## config.mk

```make
export PLATFORM = sky130hd
export DESIGN_NAME = lru_key_value_cache_unit_flat
export DESIGN_NICKNAME = d
export VERILOG_FILES = /design/src/lkvc_pkg.sv /design/src/lkvc_if.sv /design/src/lkvc_store.sv /design/src/lkvc_ctrl.sv /design/src/lru_key_value_cache_unit.sv /design/src/flat_wrapper.sv
export SDC_FILE = /design/constraint.sdc
export NUM_CORES = 1
export LEC_CHECK = 0
export ABC_AREA = 1
export BUFFER_PORTS_ARGS = -buffer_cell sky130_fd_sc_hd__buf_4
export CELL_PAD_IN_SITES_DETAIL_PLACEMENT = 0
export CELL_PAD_IN_SITES_GLOBAL_PLACEMENT = 2
export CORE_MARGIN = 2
export CORE_UTILIZATION = 50
export CTS_BUF_LIST = sky130_fd_sc_hd__clkbuf_8
export CTS_CLUSTER_DIAMETER = 200
export DETAILED_ROUTE_END_ITERATION = 7
export PLACE_DENSITY_LB_ADDON = 0.05
export SLEW_MARGIN = 40
export SYNTH_ARGS = -nofsm -noshare
export SYNTH_HDL_FRONTEND = slang
export SYNTH_SLANG_ARGS = --single-unit
```

## constraint.sdc

```tcl
create_clock -name clk_i -period 9.87 [get_ports clk_i]
set_input_delay 0.987 -clock clk_i [delete_from_list [all_inputs] [get_ports clk_i]]
set_output_delay 0.987 -clock clk_i [all_outputs]
set_load 0.02 [all_outputs]
```

## src/lkvc_pkg.sv

```systemverilog
// lkvc_pkg: shared types and constants of the lru key/value cache.
// Used by the channel interfaces, the sequencer and the top level.
`timescale 1ns / 1ps

package lkvc_pkg;

  localparam int unsigned KEY_W = 32;
  localparam int unsigned VAL_W = 32;
  localparam int unsigned CFG_W = 5;

  // operation codes carried in the cmd field
  localparam logic CMD_GET = 1'b0;
  localparam logic CMD_PUT = 1'b1;

  localparam logic [CFG_W-1:0] CAP_RESET  = 5'd16;
  localparam logic [VAL_W-1:0] MISS_VALUE = {VAL_W{1'b1}};

  typedef struct packed {
    logic signed [KEY_W-1:0] key;
    logic signed [VAL_W-1:0] value;
  } kv_t;

  typedef struct packed {
    logic                    hit;
    logic signed [VAL_W-1:0] value;
  } res_t;

endpackage

```

## src/lkvc_if.sv

```systemverilog
// lkvc_req_if / lkvc_rsp_if: valid/ready channels of the cache.
// Depends on lkvc_pkg for the field widths.
`timescale 1ns / 1ps

interface lkvc_req_if;
  import lkvc_pkg::*;

  logic                    valid;
  logic                    ready;
  logic                    cmd;
  logic signed [KEY_W-1:0] lookup_key;
  logic signed [VAL_W-1:0] write_value;

  modport source (output valid, output cmd, output lookup_key, output write_value,
                  input ready);
  modport sink   (input valid, input cmd, input lookup_key, input write_value,
                  output ready);
endinterface

interface lkvc_rsp_if;
  import lkvc_pkg::*;

  logic                    valid;
  logic                    ready;
  logic                    hit;
  logic signed [VAL_W-1:0] read_value;

  modport source (output valid, output hit, output read_value, input ready);
  modport sink   (input valid, input hit, input read_value, output ready);
endinterface

```

## src/lkvc_store.sv

```systemverilog
// lkvc_store: slot memories of the cache, key/value and recency age.
// One write and one registered read per memory each cycle; uses lkvc_pkg.
`timescale 1ns / 1ps

module lkvc_store #(
  parameter int unsigned ENTRIES = 16
) (
  input  logic                                  clk_i,
  input  logic [$clog2(ENTRIES)-1:0]            rd_addr_i,
  output lkvc_pkg::kv_t                         rd_kv_o,
  output logic [$clog2(ENTRIES)-1:0]            rd_age_o,
  input  logic                                  kv_we_i,
  input  logic [$clog2(ENTRIES)-1:0]            kv_waddr_i,
  input  lkvc_pkg::kv_t                         kv_wdata_i,
  input  logic                                  age_we_i,
  input  logic [$clog2(ENTRIES)-1:0]            age_waddr_i,
  input  logic [$clog2(ENTRIES)-1:0]            age_wdata_i
);
  import lkvc_pkg::*;

  localparam int unsigned AW = $clog2(ENTRIES);

  kv_t            kv_mem  [ENTRIES];
  logic [AW-1:0]  age_mem [ENTRIES];

  always_ff @(posedge clk_i) begin
    if (kv_we_i) begin
      kv_mem[kv_waddr_i] <= kv_wdata_i;
    end
    rd_kv_o <= kv_mem[rd_addr_i];
  end

  always_ff @(posedge clk_i) begin
    if (age_we_i) begin
      age_mem[age_waddr_i] <= age_wdata_i;
    end
    rd_age_o <= age_mem[rd_addr_i];
  end

endmodule

```

## src/lkvc_ctrl.sv

```systemverilog
// lkvc_ctrl: sequencer of the cache; scans the slots through one compare unit,
// decides hit/evict/insert, then on a hit or an insert sweeps the recency ages. Uses lkvc_pkg.
`timescale 1ns / 1ps

module lkvc_ctrl #(
  parameter int unsigned ENTRIES = 16
) (
  input  logic                                  clk_i,
  input  logic                                  rst_ni,
  lkvc_req_if.sink                              req_i,
  input  logic                                  at_limit_i,
  output logic [$clog2(ENTRIES+1)-1:0]          occ_o,
  output logic                                  res_valid_o,
  input  logic                                  res_ready_i,
  output lkvc_pkg::res_t                        res_o,
  output logic [$clog2(ENTRIES)-1:0]            rd_addr_o,
  input  lkvc_pkg::kv_t                         rd_kv_i,
  input  logic [$clog2(ENTRIES)-1:0]            rd_age_i,
  output logic                                  kv_we_o,
  output logic [$clog2(ENTRIES)-1:0]            kv_waddr_o,
  output lkvc_pkg::kv_t                         kv_wdata_o,
  output logic                                  age_we_o,
  output logic [$clog2(ENTRIES)-1:0]            age_waddr_o,
  output logic [$clog2(ENTRIES)-1:0]            age_wdata_o
);
  import lkvc_pkg::*;

  localparam int unsigned AW = $clog2(ENTRIES);
  localparam int unsigned CW = $clog2(ENTRIES + 1);

  localparam logic [2:0] ST_IDLE   = 3'd0;
  localparam logic [2:0] ST_SCAN   = 3'd1;
  localparam logic [2:0] ST_DECIDE = 3'd2;
  localparam logic [2:0] ST_UPDATE = 3'd3;
  localparam logic [2:0] ST_RESULT = 3'd4;

  logic [2:0]              state_q, state_d;
  logic [CW-1:0]           cnt_q, cnt_d;
  logic                    pv_q, pv_d;
  logic [AW-1:0]           pidx_q, pidx_d;
  logic [ENTRIES-1:0]      valid_q, valid_d;
  logic [CW-1:0]           occ_q, occ_d;

  logic                    cmd_q, cmd_d;
  logic signed [KEY_W-1:0] key_q, key_d;
  logic signed [VAL_W-1:0] val_q, val_d;

  logic                    found_q, found_d;
  logic [AW-1:0]           hit_idx_q, hit_idx_d;
  logic [AW-1:0]           hit_age_q, hit_age_d;
  logic signed [VAL_W-1:0] hit_val_q, hit_val_d;
  logic                    free_q, free_d;
  logic [AW-1:0]           free_idx_q, free_idx_d;
  logic                    vic_q, vic_d;
  logic [AW-1:0]           vic_idx_q, vic_idx_d;
  logic [AW-1:0]           vic_age_q, vic_age_d;

  logic                    ins_mode_q, ins_mode_d;
  logic                    evict_q, evict_d;
  logic [AW-1:0]           tgt_q, tgt_d;
  res_t                    res_q, res_d;

  logic                    last;
  logic                    evict;
  logic                    ins_ok;
  logic [AW-1:0]           ins_slot;

  assign last        = (cnt_q == CW'(ENTRIES));
  assign req_i.ready = (state_q == ST_IDLE);
  assign occ_o       = occ_q;
  assign res_o       = res_q;
  assign rd_addr_o   = cnt_q[AW-1:0];

  // put of an absent key: evict the oldest when at the limit, fill the lowest free slot
  assign evict    = at_limit_i && vic_q;
  assign ins_ok   = evict || free_q;
  assign ins_slot = (evict && (!free_q || (vic_idx_q < free_idx_q))) ? vic_idx_q : free_idx_q;

  always_comb begin
    state_d    = state_q;
    cnt_d      = cnt_q;
    pv_d       = 1'b0;
    pidx_d     = cnt_q[AW-1:0];
    valid_d    = valid_q;
    occ_d      = occ_q;
    cmd_d      = cmd_q;
    key_d      = key_q;
    val_d      = val_q;
    found_d    = found_q;
    hit_idx_d  = hit_idx_q;
    hit_age_d  = hit_age_q;
    hit_val_d  = hit_val_q;
    free_d     = free_q;
    free_idx_d = free_idx_q;
    vic_d      = vic_q;
    vic_idx_d  = vic_idx_q;
    vic_age_d  = vic_age_q;
    ins_mode_d = ins_mode_q;
    evict_d    = evict_q;
    tgt_d      = tgt_q;
    res_d      = res_q;

    res_valid_o = 1'b0;
    kv_we_o     = 1'b0;
    kv_waddr_o  = tgt_q;
    kv_wdata_o  = '{key: key_q, value: val_q};
    age_we_o    = 1'b0;
    age_waddr_o = pidx_q;
    age_wdata_o = rd_age_i;

    unique case (state_q)
      ST_IDLE: begin
        if (req_i.valid) begin
          cmd_d   = req_i.cmd;
          key_d   = req_i.lookup_key;
          val_d   = req_i.write_value;
          found_d = 1'b0;
          free_d  = 1'b0;
          vic_d   = 1'b0;
          cnt_d   = '0;
          state_d = ST_SCAN;
        end
      end

      ST_SCAN: begin
        pv_d = !last;
        if (!last) begin
          cnt_d = cnt_q + CW'(1);
        end
        // read data of the slot addressed in the previous cycle
        if (pv_q) begin
          if (valid_q[pidx_q] && (rd_kv_i.key == key_q) && !found_q) begin
            found_d   = 1'b1;
            hit_idx_d = pidx_q;
            hit_age_d = rd_age_i;
            hit_val_d = rd_kv_i.value;
          end
          if (!valid_q[pidx_q] && !free_q) begin
            free_d     = 1'b1;
            free_idx_d = pidx_q;
          end
          if (valid_q[pidx_q] && (!vic_q || (rd_age_i > vic_age_q))) begin
            vic_d     = 1'b1;
            vic_idx_d = pidx_q;
            vic_age_d = rd_age_i;
          end
        end
        if (last) begin
          state_d = ST_DECIDE;
        end
      end

      ST_DECIDE: begin
        cnt_d      = '0;
        res_d.hit  = found_q;
        res_d.value = found_q ? hit_val_q : MISS_VALUE;
        ins_mode_d = 1'b0;
        evict_d    = 1'b0;
        tgt_d      = hit_idx_q;
        if (cmd_q == CMD_GET) begin
          state_d = found_q ? ST_UPDATE : ST_RESULT;
        end else if (found_q) begin
          kv_we_o    = 1'b1;
          kv_waddr_o = hit_idx_q;
          state_d    = ST_UPDATE;
        end else begin
          ins_mode_d = 1'b1;
          evict_d    = evict;
          tgt_d      = ins_slot;
          kv_waddr_o = ins_slot;
          kv_we_o    = ins_ok;
          if (evict) begin
            valid_d[vic_idx_q] = 1'b0;
          end
          if (ins_ok) begin
            valid_d[ins_slot] = 1'b1;
          end
          if (evict && !ins_ok) begin
            occ_d = occ_q - CW'(1);
          end else if (!evict && ins_ok) begin
            occ_d = occ_q + CW'(1);
          end
          state_d = ins_ok ? ST_UPDATE : ST_IDLE;
        end
      end

      ST_UPDATE: begin
        pv_d = !last;
        if (!last) begin
          cnt_d = cnt_q + CW'(1);
        end
        if (pv_q) begin
          age_we_o = valid_q[pidx_q];
          if (pidx_q == tgt_q) begin
            age_wdata_o = '0;
          end else if (ins_mode_q) begin
            // ages above the evicted one drop by one, then all age by one
            age_wdata_o = (evict_q && (rd_age_i > vic_age_q)) ? rd_age_i
                                                              : rd_age_i + AW'(1);
          end else if (rd_age_i < hit_age_q) begin
            age_wdata_o = rd_age_i + AW'(1);
          end
        end
        if (last) begin
          state_d = (cmd_q == CMD_GET) ? ST_RESULT : ST_IDLE;
        end
      end

      ST_RESULT: begin
        res_valid_o = 1'b1;
        if (res_ready_i) begin
          state_d = ST_IDLE;
        end
      end

      default: begin
        state_d = ST_IDLE;
      end
    endcase
  end

  always_ff @(posedge clk_i or negedge rst_ni) begin
    if (!rst_ni) begin
      state_q <= ST_IDLE;
      cnt_q   <= '0;
      pv_q    <= 1'b0;
      valid_q <= '0;
      occ_q   <= '0;
    end else begin
      state_q <= state_d;
      cnt_q   <= cnt_d;
      pv_q    <= pv_d;
      valid_q <= valid_d;
      occ_q   <= occ_d;
    end
  end

  always_ff @(posedge clk_i) begin
    pidx_q     <= pidx_d;
    cmd_q      <= cmd_d;
    key_q      <= key_d;
    val_q      <= val_d;
    found_q    <= found_d;
    hit_idx_q  <= hit_idx_d;
    hit_age_q  <= hit_age_d;
    hit_val_q  <= hit_val_d;
    free_q     <= free_d;
    free_idx_q <= free_idx_d;
    vic_q      <= vic_d;
    vic_idx_q  <= vic_idx_d;
    vic_age_q  <= vic_age_d;
    ins_mode_q <= ins_mode_d;
    evict_q    <= evict_d;
    tgt_q      <= tgt_d;
    res_q      <= res_d;
  end

endmodule

```

## src/lru_key_value_cache_unit.sv

```systemverilog
// lru_key_value_cache_unit: fully associative key/value cache, lru replacement.
// A get scans every slot for the key, then on a hit sweeps the recency ages, before its result goes valid;
// a put gives no result. The next beat is accepted only once the sequencer is idle again, the pace
// set by the one-slot-per-cycle read port (key scan, then age sweep).
// Reset clears all valid bits and the occupancy at once; the limit resets to 16.
// Depends on lkvc_pkg, lkvc_req_if/lkvc_rsp_if, lkvc_store and lkvc_ctrl.
`timescale 1ns / 1ps

module lru_key_value_cache_unit #(
  parameter int unsigned ENTRIES = 16
) (
  input  logic                          clk_i,
  input  logic                          rst_ni,
  input  logic                          cfg_we_i,
  input  logic [lkvc_pkg::CFG_W-1:0]    cfg_wdata_i,
  lkvc_req_if.sink                      req_i,
  lkvc_rsp_if.source                    rsp_o
);
  import lkvc_pkg::*;

  localparam int unsigned AW   = $clog2(ENTRIES);
  localparam int unsigned CW   = $clog2(ENTRIES + 1);
  localparam int unsigned CMPW = (CW > CFG_W) ? CW : CFG_W;

  logic [CFG_W-1:0] cap_q;
  logic [CMPW-1:0]  cap_ext;
  logic [CMPW-1:0]  eff_lim;
  logic [CW-1:0]    occ;
  logic             at_limit;

  logic             res_valid;
  logic             res_ready;
  res_t             res;

  logic             out_valid_q;
  res_t             out_q;

  logic [AW-1:0]    rd_addr;
  kv_t              rd_kv;
  logic [AW-1:0]    rd_age;
  logic             kv_we;
  logic [AW-1:0]    kv_waddr;
  kv_t              kv_wdata;
  logic             age_we;
  logic [AW-1:0]    age_waddr;
  logic [AW-1:0]    age_wdata;

  always_ff @(posedge clk_i or negedge rst_ni) begin
    if (!rst_ni) begin
      cap_q <= CAP_RESET;
    end else if (cfg_we_i) begin
      cap_q <= cfg_wdata_i;
    end
  end

  // zero acts as one, anything above the table size saturates
  assign cap_ext  = CMPW'(cap_q);
  assign eff_lim  = (cap_q == '0) ? CMPW'(1) :
                    ((cap_ext > CMPW'(ENTRIES)) ? CMPW'(ENTRIES) : cap_ext);
  assign at_limit = (CMPW'(occ) >= eff_lim);

  lkvc_store #(
    .ENTRIES (ENTRIES)
  ) u_store (
    .clk_i       (clk_i),
    .rd_addr_i   (rd_addr),
    .rd_kv_o     (rd_kv),
    .rd_age_o    (rd_age),
    .kv_we_i     (kv_we),
    .kv_waddr_i  (kv_waddr),
    .kv_wdata_i  (kv_wdata),
    .age_we_i    (age_we),
    .age_waddr_i (age_waddr),
    .age_wdata_i (age_wdata)
  );

  lkvc_ctrl #(
    .ENTRIES (ENTRIES)
  ) u_ctrl (
    .clk_i       (clk_i),
    .rst_ni      (rst_ni),
    .req_i       (req_i),
    .at_limit_i  (at_limit),
    .occ_o       (occ),
    .res_valid_o (res_valid),
    .res_ready_i (res_ready),
    .res_o       (res),
    .rd_addr_o   (rd_addr),
    .rd_kv_i     (rd_kv),
    .rd_age_i    (rd_age),
    .kv_we_o     (kv_we),
    .kv_waddr_o  (kv_waddr),
    .kv_wdata_o  (kv_wdata),
    .age_we_o    (age_we),
    .age_waddr_o (age_waddr),
    .age_wdata_o (age_wdata)
  );

  // output register: a finished beat waits here while the next item runs
  assign res_ready = !out_valid_q || rsp_o.ready;

  always_ff @(posedge clk_i or negedge rst_ni) begin
    if (!rst_ni) begin
      out_valid_q <= 1'b0;
    end else if (res_valid && res_ready) begin
      out_valid_q <= 1'b1;
    end else if (rsp_o.ready) begin
      out_valid_q <= 1'b0;
    end
  end

  always_ff @(posedge clk_i) begin
    if (res_valid && res_ready) begin
      out_q <= res;
    end
  end

  assign rsp_o.valid      = out_valid_q;
  assign rsp_o.hit        = out_q.hit;
  assign rsp_o.read_value = out_q.value;

`ifndef SYNTH
  a_busy_after_accept: assert property (@(posedge clk_i) disable iff (!rst_ni)
    req_i.valid && req_i.ready |=> !req_i.ready)
    else $error("cache ready again right after accepting a beat");

  a_occ_bound: assert property (@(posedge clk_i) disable iff (!rst_ni)
    occ <= CW'(ENTRIES))
    else $error("occupancy above table size");

  a_miss_value: assert property (@(posedge clk_i) disable iff (!rst_ni)
    rsp_o.valid && !rsp_o.hit |-> rsp_o.read_value == MISS_VALUE)
    else $error("miss beat without all-ones value");
`endif

endmodule
```

## src/flat_wrapper.sv

```systemverilog
// flat-port wrapper written by rule: the top's interface ports become plain ports
module lru_key_value_cache_unit_flat import lkvc_pkg::*;
#(
  parameter int unsigned ENTRIES = 16
)
  (clk_i, rst_ni, cfg_we_i, cfg_wdata_i, req_i_valid, req_i_cmd, req_i_lookup_key, req_i_write_value, req_i_ready, rsp_o_valid, rsp_o_hit, rsp_o_read_value, rsp_o_ready);
  lkvc_req_if req_i_i ();
  lkvc_rsp_if rsp_o_i ();
  input  logic clk_i;
  input  logic rst_ni;
  input  logic cfg_we_i;
  input  logic [lkvc_pkg::CFG_W-1:0] cfg_wdata_i;
  input wire logic [$bits(req_i_i.valid)-1:0] req_i_valid;
  input wire logic [$bits(req_i_i.cmd)-1:0] req_i_cmd;
  input wire logic [$bits(req_i_i.lookup_key)-1:0] req_i_lookup_key;
  input wire logic [$bits(req_i_i.write_value)-1:0] req_i_write_value;
  output wire logic [$bits(req_i_i.ready)-1:0] req_i_ready;
  output wire logic [$bits(rsp_o_i.valid)-1:0] rsp_o_valid;
  output wire logic [$bits(rsp_o_i.hit)-1:0] rsp_o_hit;
  output wire logic [$bits(rsp_o_i.read_value)-1:0] rsp_o_read_value;
  input wire logic [$bits(rsp_o_i.ready)-1:0] rsp_o_ready;
  assign req_i_i.valid = req_i_valid;
  assign req_i_i.cmd = req_i_cmd;
  assign req_i_i.lookup_key = req_i_lookup_key;
  assign req_i_i.write_value = req_i_write_value;
  assign req_i_ready = req_i_i.ready;
  assign rsp_o_valid = rsp_o_i.valid;
  assign rsp_o_hit = rsp_o_i.hit;
  assign rsp_o_read_value = rsp_o_i.read_value;
  assign rsp_o_i.ready = rsp_o_ready;
  lru_key_value_cache_unit #(.ENTRIES(ENTRIES)) u_core (.clk_i(clk_i), .rst_ni(rst_ni), .cfg_we_i(cfg_we_i), .cfg_wdata_i(cfg_wdata_i), .req_i(req_i_i), .rsp_o(rsp_o_i));
endmodule
```

==> results.json <==
{
  "yosysUniqueCellTypes": 44,
  "slew_violations": 0,
  "cts_tree": "yes",
  "wl_per_cell_um": 23.8,
  "ctsHoldBuffers": 0,
  "critical_path_class": "register to register",
  "cts_root_buf": "clkbuf_8",
  "max_slew_margin_pct": 42.2,
  "routed_via_density": 5.74,
  "grt_start_max_net_pins": 138,
  "rsz0062_at_grt": "false",
  "p_leak_nw": 20.2,
  "worstSetupEndpointType": "register",
  "final_area_mm2": 0.0595,
  "cap_violations": 0,
  "ys.flop_type": "edfxtp_1",
  "use_met2_pct": 39.9,
  "clkTransAtPathRegs_ns": 0.06,
  "fin_hold_ws_ns": 0.0709,
  "max_freq_ghz": 0.227,
  "avgSynthCellArea_um2": 13.5,
  "ant_nets": 0,
  "synth_largest_type_area_fraction_pct": 73.0,
  "cts_buffers": 216,
  "crit_arrival_ns": 4.92,
  "std_cell_rows": 119,
  "cp-start-kind": "register",
  "grtUsageMet3_pct": 4.15,
  "ys_async_sr_fraction_pct": 2.59,
  "tns_ns": 0,
  "die_w_um": 328,
  "ys_warn_count": 0,
  "setup_viol": 0,
  "firstDrtPassIters": 5,
  "pin_count": 110,
  "ys_seq_area_share_pct": 77.5,
  "hold_violations": 0,
  "syn_inst": 3906,
  "p_per_area_mw_per_mm2": 268,
  "synth_nets": 4000,
  "outcome": "finished clean",
  "top_usage_layer": "met2",
  "hp-class": "input port to asynchronous set/reset pin",
  "die_h_um": 328,
  "place_congestion": 0.837,
  "grt_first_pass_wirelength_um": 201000,
  "io_buffers": 109,
  "fillerInstances": 8503,
  "htreeDepth": 4,
  "hpwl_um": 72000,
  "cts.sink_count": 1388,
  "use_met1_pct": 35.3,
  "core_area_mm2": 0.105,
  "post_cts_buffers": 0,
  "wirelength_um": 135000,
  "clockBufferDepth": 3,
  "grtUsageTotal_pct": 24.8,
  "ir_drop_mv": 0.243,
  "finalCritPeriodShare_pct": 44.7,
  "via_count": 32461,
  "synth_edf_count": 1280,
  "skew_ns": 0.0328,
  "synth-seq-cells": 1388,
  "drc": 0,
  "initial_core_util_pct": 50.2,
  "critical_path_required_ns": 10.37,
  "placed_cell_area_mm2": 0.0553,
  "grt_pass1_vias": 32173,
  "multi_input_area_mm2": 0.0107,
  "overflow": 0,
  "synthToLayoutAreaGrowth_pct": 12.9,
  "post-route-min-period_ns": 4.41,
  "die_area_mm2": 0.108,
  "antenna_found_initial": 2,
  "crit_fanout": 41,
  "yosys-top-cells-area": "edfxtp_1, o21ai_0, nor2_1",
  "cts_resized": 0,
  "synthesis.area_mm2": 0.0526,
  "yosys.area.top_type": "edfxtp_1",
  "drive_gt1_share_pct": 12.7,
  "finish.net_count": 4176,
  "worst_pin_slew_ns": 0.866,
  "seqCellArea_mm2": 0.0408,
  "worst_skew_pair.late_latency_ns": 0.90,
  "drtIter0Drc": 2821
}
registers in the layout, indices dropped and copies added, names as in the netlist, 16 cells and up:
signal                   count
u_core.u_store.rd_kv_o      64
u_core.u_ctrl.key_q         32
u_core.u_ctrl.val_q         32
u_core.u_ctrl.res_o         33
u_core.u_store.kv_mem     1024
u_core.u_store.age_mem      64
u_core.rsp_o.read_value     32
u_core.u_ctrl.hit_val_q     32
u_core.u_ctrl.valid_q       16
power breakdown:
group | internal (W) | switching, W
clock network | 0.00229 | 0.00220
registers | 0.00700 | 0.000395
logic | 0.00120 | 0.00284
synth_stat cells (3+ instances only):
master,n
xor2_1,11
nand4_1,89
nand3_2,3
ha_1,19
nand2_2,4
buf_2,29
nor2_2,3
buf_4,9
nor2_4,3
nor3_1,9
edfxtp_1,1280
nor2_1,628
dfxtp_1,72
xnor2_1,6
dfrtp_1,35
inv_2,5
a22oi_1,8
clkbuf_1,175
buf_1,3
inv_1,107
nand3_1,34
o21ai_1,22
o22ai_1,275
or2_2,46
mux2_2,3
nand2_1,403
o21ai_0,582
a21oi_1,17
nor4_1,6
layer usage:
metal | vias up | share of wire (%)
met5 | - | 0
met4 | 0 | 1.8
met3 | 182 | 5.9
met2 | 1057 | 48
met1 | 16485 | 44
li1 | 14737 | -
placed cells by master, fill, tap and decap left out, drive strengths merged:
cell type and instances:
nand3b 2, clkinvlp 5, xnor2 6, buf 174, inv 223, o211ai 2, nor4 6, nand3 37
nand2 408, ha 19, nand4 89, nor4b 1, xor2 11, diode 1, a22oi 8, clkbuf 243
o21ai 606, nor3b 2, dfrtp 35, bufinv 2, dfstp 1, a21oi 19, nor3 10, mux2 4
clkinv 43, edfxtp 1280, nor2 634, dfxtp 72, or2 47, o21a 1, o2111ai 2, o22ai 275
area by class of cell:
| cell class | instances | share of cell area, % |
|---|---|---|
| inverter | 112 | 0.730 |
| clock inverter | 161 | 1.25 |
| antenna | 1 | 0.00421 |
| timing repair buffer | 175 | 2.84 |
| sequential | 1388 | 68.6 |
| multi-input combinational | 2189 | 18.0 |
| tap | 1391 | 2.93 |
| clock buffer | 242 | 5.60 |
stage by stage:
step / worst slack (ns) / std cells / total power, W / utilization (%)
6_report: 5.46 / 5659 / 0.0159 / 56.7
5_1_grt: 5.14 / 5659 / 0.0168 / 56.7
4_1_cts: 5.39 / 5656 / 0.0160 / 56.7
3_5_place_dp: 5.38 / 5253 / 0.0115 / 52.8
3_3_place_gp: 5.34 / 5237 / 0.0114 / 52.4
2_1_floorplan: 4.69 / 3906 / 0.0100 / -
logic make-up (layout without fill, tap and decap cells):
kind of cell,count (synthesis),in the layout,synth area share (%)
adder cells (fa/ha/maj),19,19,0.452
buffers and inverters,329,690,2.49
AND/OR/NAND/NOR,1236,1236,9.79
multiplexers,4,4,0.0856
XOR/XNOR,17,17,0.283
flip-flops,1388,1388,77.5
AO/OA/AOI/OAI,913,913,9.43
other,0,1,0
worst paths after layout:
kind	endpoint	depth (start not counted)	slack, ns	start
worst max-delay path	u_core.u_store.kv_mem[13][31]$_DFFE_PP_	12	5.46	u_core.u_ctrl.state_q[2]$_DFFE_PN0P_
worst min-delay path	u_core.u_ctrl.occ_o[2]$_DFFE_PN0P_	1	0.07	rst_ni
worst max register to register	u_core.u_store.kv_mem[13][31]$_DFFE_PP_	12	5.46	u_core.u_ctrl.state_q[2]$_DFFE_PN0P_
worst min register to register	u_core.u_ctrl.hit_val_q[12]$_DFFE_PP_	0	0.40	u_core.u_store.rd_kv_o[12]$_DFF_P_
max in group asynchronous	u_core.u_ctrl.cnt_q[0]$_DFFE_PN0P_	1	9.40	rst_ni
min in group clk_i	u_core.u_ctrl.val_q[14]$_DFFE_PP_	1	0.26	req_i_write_value[14]
worst max-delay path: stages, from the launching register on:
cell     delay [ns]
dfrtp_1        0.43
nor2_2         0.16
inv_2          0.07
nor2_4         0.06
buf_4          0.55
nand2_2        0.35
inv_1          0.20
nor2_1         0.06
a21oi_1        0.17
nand2_1        0.28
nor2_4         0.55
buf_4          0.39
buf_4          0.70
No activity file was read; power rests on OpenSTA's default activity.
